### src/tsnt_pkg.sv
`default_nettype none

package tsnt_pkg;

  // fixed field widths of the ports
  localparam int KEY_FIELD_W = 48;
  localparam int HANDLE_W    = 16;
  localparam int STATUS_W    = 3;
  localparam int WIDE_W      = 64;

  // result status codes
  localparam logic [STATUS_W-1:0] STS_INSERTED = 3'd0;
  localparam logic [STATUS_W-1:0] STS_REPLACED = 3'd1;
  localparam logic [STATUS_W-1:0] STS_DROPPED  = 3'd2;
  localparam logic [STATUS_W-1:0] STS_FOUND    = 3'd3;
  localparam logic [STATUS_W-1:0] STS_EMPTY    = 3'd4;

  // opcodes
  localparam logic OP_INSERT = 1'b0;
  localparam logic OP_SEARCH = 1'b1;

  // sequencer states
  typedef enum logic [1:0] {
    ST_IDLE,
    ST_EVAL,
    ST_GAP,
    ST_DONE
  } state_t;

  // controls broadcast to every cell
  typedef struct packed {
    logic cmp_en;
    logic shift_en;
    logic repl_en;
  } cell_ctl_t;

endpackage

`default_nettype wire

### src/tsnt_cell.sv
`default_nettype none

module tsnt_cell import tsnt_pkg::*; #(
  parameter int TIME_BITS = 48
) (
  input  wire logic                 clk,
  input  wire cell_ctl_t            ctl,
  input  wire logic                 valid,
  input  wire logic [TIME_BITS-1:0] key_cmp,
  input  wire logic [TIME_BITS-1:0] key_new,
  input  wire logic [HANDLE_W-1:0]  handle_new,
  input  wire logic [TIME_BITS-1:0] left_time,
  input  wire logic [HANDLE_W-1:0]  left_handle,
  input  wire logic                 left_ins,
  output logic      [TIME_BITS-1:0] time_o,
  output logic      [HANDLE_W-1:0]  handle_o,
  output logic                      ins_o,
  output logic                      eq_o
);

  logic [TIME_BITS-1:0] time_r, time_nxt;
  logic [HANDLE_W-1:0]  handle_r, handle_nxt;
  logic                 ins_r;
  logic                 eq_r;

  // shift from the left neighbour, take the new word at the boundary, or replace
  always_comb begin
    time_nxt   = time_r;
    handle_nxt = handle_r;
    if (ctl.shift_en && ins_r) begin
      if (left_ins) begin
        time_nxt   = left_time;
        handle_nxt = left_handle;
      end else begin
        time_nxt   = key_new;
        handle_nxt = handle_new;
      end
    end else if (ctl.repl_en && eq_r) begin
      handle_nxt = handle_new;
    end
  end

  // stored record
  always_ff @(posedge clk) begin
    time_r   <= time_nxt;
    handle_r <= handle_nxt;
  end

  // compare flags: an empty cell counts as later than any key
  always_ff @(posedge clk) begin
    if (ctl.cmp_en) begin
      ins_r <= !valid || (time_r > key_cmp);
      eq_r  <= valid && (time_r == key_cmp);
    end
  end

  assign time_o   = time_r;
  assign handle_o = handle_r;
  assign ins_o    = ins_r;
  assign eq_o     = eq_r;

endmodule

`default_nettype wire

### config.mk
export PLATFORM = sky130hd
export DESIGN_NAME = tsnt_cell
export DESIGN_NICKNAME = d
export VERILOG_FILES = /design/src/tsnt_pkg.sv /design/src/tsnt_cell.sv
export SDC_FILE = /design/constraint.sdc
export NUM_CORES = 1
export LEC_CHECK = 0
export ABC_AREA = 1
export BUFFER_PORTS_ARGS = -buffer_cell sky130_fd_sc_hd__clkbuf_2
export CAP_MARGIN = 20
export CORE_UTILIZATION = 44
export CTS_CLUSTER_SIZE = 25
export DETAILED_ROUTE_END_ITERATION = 16
export GPL_ROUTABILITY_DRIVEN = 0
export HOLD_SLACK_MARGIN = 0.03
export PLACE_DENSITY_LB_ADDON = 0.15
export RECOVER_POWER = 50
export SLEW_MARGIN = 0
export SYNTH_ARGS = -nofsm -noshare
export SYNTH_HDL_FRONTEND = slang
export SYNTH_SLANG_ARGS = --single-unit
### constraint.sdc
create_clock -name clk -period 2.56 [get_ports clk]
set_input_delay 0.256 -clock clk [delete_from_list [all_inputs] [get_ports clk]]
set_output_delay 0.256 -clock clk [all_outputs]
set_load 0.02 [all_outputs]
==> results of run 1 <==
cell type report:
type / count / area [µm²]
fill: 782 / 3323
timing repair buffer: 250 / 1167
sequential: 66 / 1982
clock inverter: 7 / 75.07
multi-input combinational: 225 / 1822
inverter: 70 / 262.8
tap: 108 / 135.1
clock buffer: 9 / 123.9
layer usage:
layer,routed length [µm],share of wire [%],vias up
li1,-,-,1758
met1,3897,40,1489
met2,5046,52,144
met3,611,6.3,14
met4,153,1.6,0
met5,0,0,-
metrics by stage:
stage / setup slack, ps / hold slack, ps / std cells / util, %
floorplan: 17.26 / 368.5 / 367 / -
global placement: 856.3 / 483.5 / 719 / 61.41
detailed placement: 745.3 / 495.3 / 719 / 61.41
CTS: 731.1 / 119.7 / 735 / 63.65
global route: 537.6 / 184.7 / 735 / 62.62
finish: 719.3 / 178.5 / 735 / 62.62
flip-flops by register name, summed over array words and instances (netlist names):
signal,count
eq_o,1
handle_o,16
ins_o,1
time_o,48
synthesized netlist by cell type (all sizes together):
master and count:
buf 6, ha 48, o21ai 3, nor2 15, a21o 1, inv 70, mux2 64, nor3 1
nand2 64, o21a 1, nand4 3, nand3 6, a21oi 19, edfxtp 66
critical path: stages:
cell and delay [ps]:
clkbuf_1 510, clkbuf_2 720, mux2_2 420
power groups by stage:
stage / registers, mW / clock network (mW) / logic, mW
floorplan: 1.42 / 0 / 0.272
global placement: 1.33 / 0 / 0.604
detailed placement: 1.34 / 0 / 0.615
CTS: 1.31 / 0.941 / 0.619
global route: 1.32 / 0.973 / 0.669
finish: 1.31 / 0.904 / 0.591
worst max-delay path by stage:
stage,from,slack [ps],end
CTS,time_o[39],730,ins_o
global placement,time_o[47],860,ins_o
finish,left_ins,720,time_o[28]
detailed placement,time_o[39],750,ins_o
global route,time_o[27],540,ins_o
floorplan,ins_o,20,handle_o[10]
cells by family after synthesis:
family	synth area share, %
DFF	48.22
and+or+nand+nor	9.132
adders and majority gates	14.61
muxes	17.53
buffers and inverters	7.458
AOI/OAI and AO/OA	3.044
==> out/qor.txt, run 1 <==
drt first pass iters: 6
CTS resizes: 0
synth top area cells: edfxtp_1, mux2_2, ha_1, inv_1, nand2_1
Worst Hold End: ins_o
cell area after technology mapping: 4110 µm²
largest net degree at the start of global routing: 49
GRT busiest layer: met2
vias in the first global route: 3478
routed length per instance: 13.21 µm
Num CTS Buffers: 9
commonest non-fill, non-tap cell in the layout: clkbuf_2
Yosys warning count: 0
clock skew: 12.24 ps
dpl hpwl: 8.068 mm
total track usage: 20.67%
fin crit period: 1841 ps
status: finished clean
Max Cap Viol: 0
post-route cell area: 5568 µm²
Synth top area share: 48.22%
Initial Utilization: 46.23%
CTS H-Tree Depth: 3
io pins: 248
Global Route met2 Usage: 39.38%
register area share after synthesis: 48.22%
Slew HR: 48.84%
first-pass GRT wire length: 15.40 mm
worst-path maximum fanout: 32
Sw Ratio: 28.42%
Post-CTS Repair Setup Buffers: 0
final hold viol count: 0
Setup TNS: 0 ps
CTS tree: done
Global Route met1 Usage: 21.94%
Syn Inst Count: 367
n_diodes: 0
P_leak: 2.805 nW
placed instance area: 5460 µm²
Worst-Skew Late Latency: 340 ps
Flop pwr share: 46.7%
IO Port Bufs: 247
Max Clock Freq: 0.5433 GHz
most frequent cells in the layout: clkbuf_2, clkbuf_1, inv_1
Worst-Margin Slew: 767.3 ps
Die Y: 98.65 µm
pwr/cell area: 504.2 nW/µm²
worst flop-to-flop path endpoint: ins_o
Die Area: 9732 µm²
num rows: 34
hold depth: 1
Final Max Slew Viols: 0
WP data required: 2650 ps
CP Launch Type: primary input
Comb pwr share: 21.1%
die width: 98.65 µm
syn_nets: 597
cell taking the most area after synthesis: edfxtp_1
GRT Residual Overflow: 0
Tcrit/Tclk final: 71.90%
VDD IR max: 0.0002420 V
CTS max path bufs: 2
Yosys reg bits: 66
total power: 2.807 mW
switching pwr: 797.7 µW
layout cells sized above 1: 42.90%
RSZ-0062 raised after global routing: false
Hold Crit Class: primary input to flop
Routed Antenna Nets: 0
routing usage on met3: 4.894%
DR DRC count: 0
root buffer cell: clkbuf_8
r2r setup slk: 770 ps
Via density: 4.633
final WL: 9.708 mm
design internal power: 2.010 mW
kind of critical path: primary input to flop
Reg2Reg Depth: 10
clk sink count: 66
Worst-path clk slew: 70 ps
area grow syn2layout: 35.46%
FF-to-FF Start: time_o[47]
initial antenna violation count: 0
Clock power frac: 32.2%
DR vias: 3405
Synth Area per Inst: 11.20 µm²
Layout Nets: 852
CP arrival: 1930 ps
Yosys cell types: 20
Final Setup Violations: 0
Core ar.: 8891 µm²
Hold Buf Count CTS: 0
Crit. End Element: flop
Iteration-0 DRC Markers: 79
min-delay src: ctl[2]
No activity file was read; power rests on OpenSTA's default activity.
==> run 2: changes to the inputs <==
--- a/config.mk
+++ b/config.mk
@@ -5,7 +5,7 @@
 export SDC_FILE = /design/constraint.sdc
 export NUM_CORES = 1
 export LEC_CHECK = 0
-export ABC_AREA = 1
+export ABC_AREA = 0
 export BUFFER_PORTS_ARGS = -buffer_cell sky130_fd_sc_hd__clkbuf_2
 export CAP_MARGIN = 20
 export CORE_UTILIZATION = 44
==> constraint.sdc (replaced) <==
create_clock -name clk -period 1.8 [get_ports clk]
set_input_delay 0.18 -clock clk [delete_from_list [all_inputs] [get_ports clk]]
set_output_delay 0.18 -clock clk [all_outputs]
set_load 0.02 [all_outputs]
==> run 2 against run 1 <==
Effect of this change:
- the flow now finishes with violations (negative setup slack)
- sequential power increased by 44%
- global-route usage is 1.6 points higher
- core utilization increased by 4.4 points
- design area increased by 5.4%
- worst hold slack lost 77 ps
- highest routed layer unchanged
- synthesized cell count down 14%
- synthesized area is 2.8% lower
- die area shrank 2.8%
==> out/qor.txt, run 2 <==
Max Cap Viol: 0 (unchanged)
Adder-Cell Fraction of Synth Area: 15.04% (+0.43 points)
status: finished, violations left
syn_nets: 546 (-8.5%)
Worst-path clk slew: 70 ps (about the same)
GRT busiest layer: met2
total track usage: 22.25% (+1.6 points)
Worst Path Buf+Inv: 1 (-1)
n_diodes: 0 (unchanged)
cell taking the most area after synthesis: edfxtp_1
max incr delay on CP: 430 ps (-290 ps)
worst-path maximum fanout: 3 (-91%)
CTS H-Tree Depth: 3 (unchanged)
CTS tree: done
failing checks: negative setup slack
simple-gate area share of the yosys netlist: 5.670% (-3.5 points)
dpl cells: 694 (-3.5%)
CTS max path bufs: 2 (unchanged)
commonest non-fill, non-tap cell in the layout: clkbuf_2
clock skew: 6.573 ps (-5.662 ps)
drt first pass iters: 4 (-2)
CP Launch Type: flop
Hold Buf Count CTS: 0 (unchanged)
Routed Antenna Nets: 0 (unchanged)
Initial Utilization: 45.57% (-0.65 points)
Yosys cell types: 28 (+40%)
ys async rst share: 0% (unchanged)
Post-Synth XOR/XNOR Area: 0% (unchanged)
Synth Area in Compound Gates: 6.328% (+3.3 points)
PnR worst setup slack: -182.2 ps (-901.5 ps)
IO Port Bufs: 247 (unchanged)
initial antenna violation count: 0 (unchanged)
final cell count without fillers: 712 (-3.1%)
post-route cell area: 5869 µm² (+5.4%)
Synth Area per Inst: 12.64 µm² (+13%)
worst hold margin: 101.9 ps (-76.53 ps)
num rows: 34 (unchanged)
Post-synth EDFFs: 66 (unchanged)
Critical-path top delay cell: edfxtp_1
fin util: 66.98% (+4.4 points)
crit path cell chain: ha_4 > nand4_1 > nor4_2 > buf_4 > a21oi_1 > a21o_1 > a211oi_1
Synth top area share: 49.62% (+1.4 points)
P_leak: 2.845 nW (+1.4%)
layout cells sized above 1: 55.13% (+12 points)
vias in the first global route: 3693 (+6.2%)
FF-to-FF Start: time_o[14]
Global Route met1 Usage: 23.94% (+2.0 points)
root buffer cell: clkbuf_8
mux contribution to synthesized area: 18.05% (+0.51 points)
Placement Setup Slack: -250.2 ps (-995.5 ps)
area grow syn2layout: 46.96%
critical path depth in cells: 7 (+4)
r2r setup slk: -180 ps (-950 ps)
Die Area: 9461 µm² (-2.8%)
Worst-Skew Late Latency: 340 ps (about the same)
Tcrit/Tclk final: 110.1%
Via density: 4.847 (+4.6%)
DR DRC count: 0 (unchanged)
Crit. End Element: flop
first-pass GRT wire length: 16.53 mm (+7.3%)
Worst-Margin Slew: 681.2 ps (-86.15 ps)
Num CTS Buffers: 9 (unchanged)
io pins: 248 (unchanged)
Final Max Slew Viols: 0 (unchanged)
DR vias: 3451 (+1.4%)
most frequent cells in the layout: clkbuf_2, edfxtp_1, mux2_2
pwr/cell area: 722.7 nW/µm² (+43%)
fin crit period: 1982 ps
clk sink count: 66 (unchanged)
register area share after synthesis: 49.62% (+1.4 points)
Iteration-0 DRC Markers: 53 (-33%)
cell area after technology mapping: 3994 µm² (-2.8%)
kind of critical path: flop to flop
Main synth FF type: edfxtp_1
total power: 4.242 mW (+51%)
RSZ-0062 raised after global routing: true
Global Route met2 Usage: 42.42% (+3.0 points)
final hold viol count: 0 (unchanged)
routed length per instance: 14.12 µm (+6.9%)
Slew HR: 54.59% (+5.7 points)
Setup TNS: -2201 ps (-2201 ps)
Yosys reg bits: 66 (unchanged)
Layout Nets: 829 (-2.7%)
Final Setup Violations: 56 (+56)
GRT Residual Overflow: 0 (unchanged)
Commonest cells post-synth: edfxtp_1, mux2_2, inv_1, ha_1, a21oi_1
critical path endpoint: ins_o
Syn Inst Count: 316 (-14%)
placed instance area: 5615 µm² (+2.8%)
die width: 97.27 µm (-1.4%)
Max Clock Freq: 0.5045 GHz
worst flop-to-flop path endpoint: ins_o
crit path launch: time_o[14]
synth top area cells: edfxtp_1, mux2_2, ha_1, inv_1, a21oi_1
Hold Crit Class: primary input to flop
WP data required: 1950 ps (-700 ps)
dpl hpwl: 8.272 mm (+2.5%)
Largest register FFs: 48 (unchanged)
most frequent cell after synthesis: edfxtp_1
Yosys warning count: 0 (unchanged)
kind of cell adding the most delay to the critical path: compound AO/OA/AOI/OAI gates
routing usage on met3: 5.827% (+0.93 points)
final WL: 10.05 mm (+3.6%)
VDD IR max: 0.0005051 V (+110%)
CP arrival: 2140 ps (+210 ps)
Reg2Reg Depth: 7 (-3)
main combinational cell family by area after synthesis: multiplexers
Core ar.: 8763 µm² (-1.4%)
largest net degree at the start of global routing: 39 (-20%)
Die Y: 97.27 µm (-1.4%)
run 2: where the power goes:
| group | internal, mW | switching [mW] | total (mW) |
|---|---|---|---|
| clock | 0.778 | 0.608 | 1.39 |
| sequential | 1.83 | 0.0522 | 1.89 |
| combinational | 0.468 | 0.501 | 0.969 |
run 2: worst min path at each step:
stage	startpoint	endpoint	slack, ps	depth (start not counted)
final	ctl[2]	eq_o	100	1
after global routing	ctl[2]	ins_o	90	1
after CTS	ctl[2]	ins_o	50	1
after detailed placement	ctl[2]	eq_o	410	1
after global placement	ctl[2]	eq_o	420	1
after floorplan	ctl[2]	eq_o	290	0
run 2: per-layer routing:
metal	wire, µm	vias up	share of wire (%)
met1	3898	1554	39
li1	-	1726	-
met3	665	14	6.6
met4	164	0	1.6
met5	0	-	0
met2	5324	157	53
run 2: timing repair:
item | 4_1_cts | 5_1_grt
hold endpoints to repair | 0 | 0
endpoints found under the setup margin | 2 | 2
buffers inserted | 1 | 1
gates resized for setup | 6 | 3
pin swaps | 4 | 1
run 2: cells by family after synthesis:
family / count (synthesis)
and+or+nand+nor: 43
muxes: 64
DFF: 66
buffers and inverters: 55
AOI/OAI and AO/OA: 40
adders and majority gates: 48
run 2: final cells by class:
class | count | area (µm²)
fill | 737 | 2894
inverter | 49 | 183.9
multi-input combinational | 195 | 1937
timing repair buffer | 278 | 1414
clock buffer | 9 | 123.9
clock inverter | 7 | 93.84
tap | 108 | 135.1
sequential | 66 | 1982
run 2: worst reg2reg max path, delay by kind of cell, from the launching register on:
kind	cells	cell delay, ps
and+or+nand+nor	2	430
DFF	1	430
AOI/OAI and AO/OA	3	490
buffers and inverters	1	160
adders and majority gates	1	300
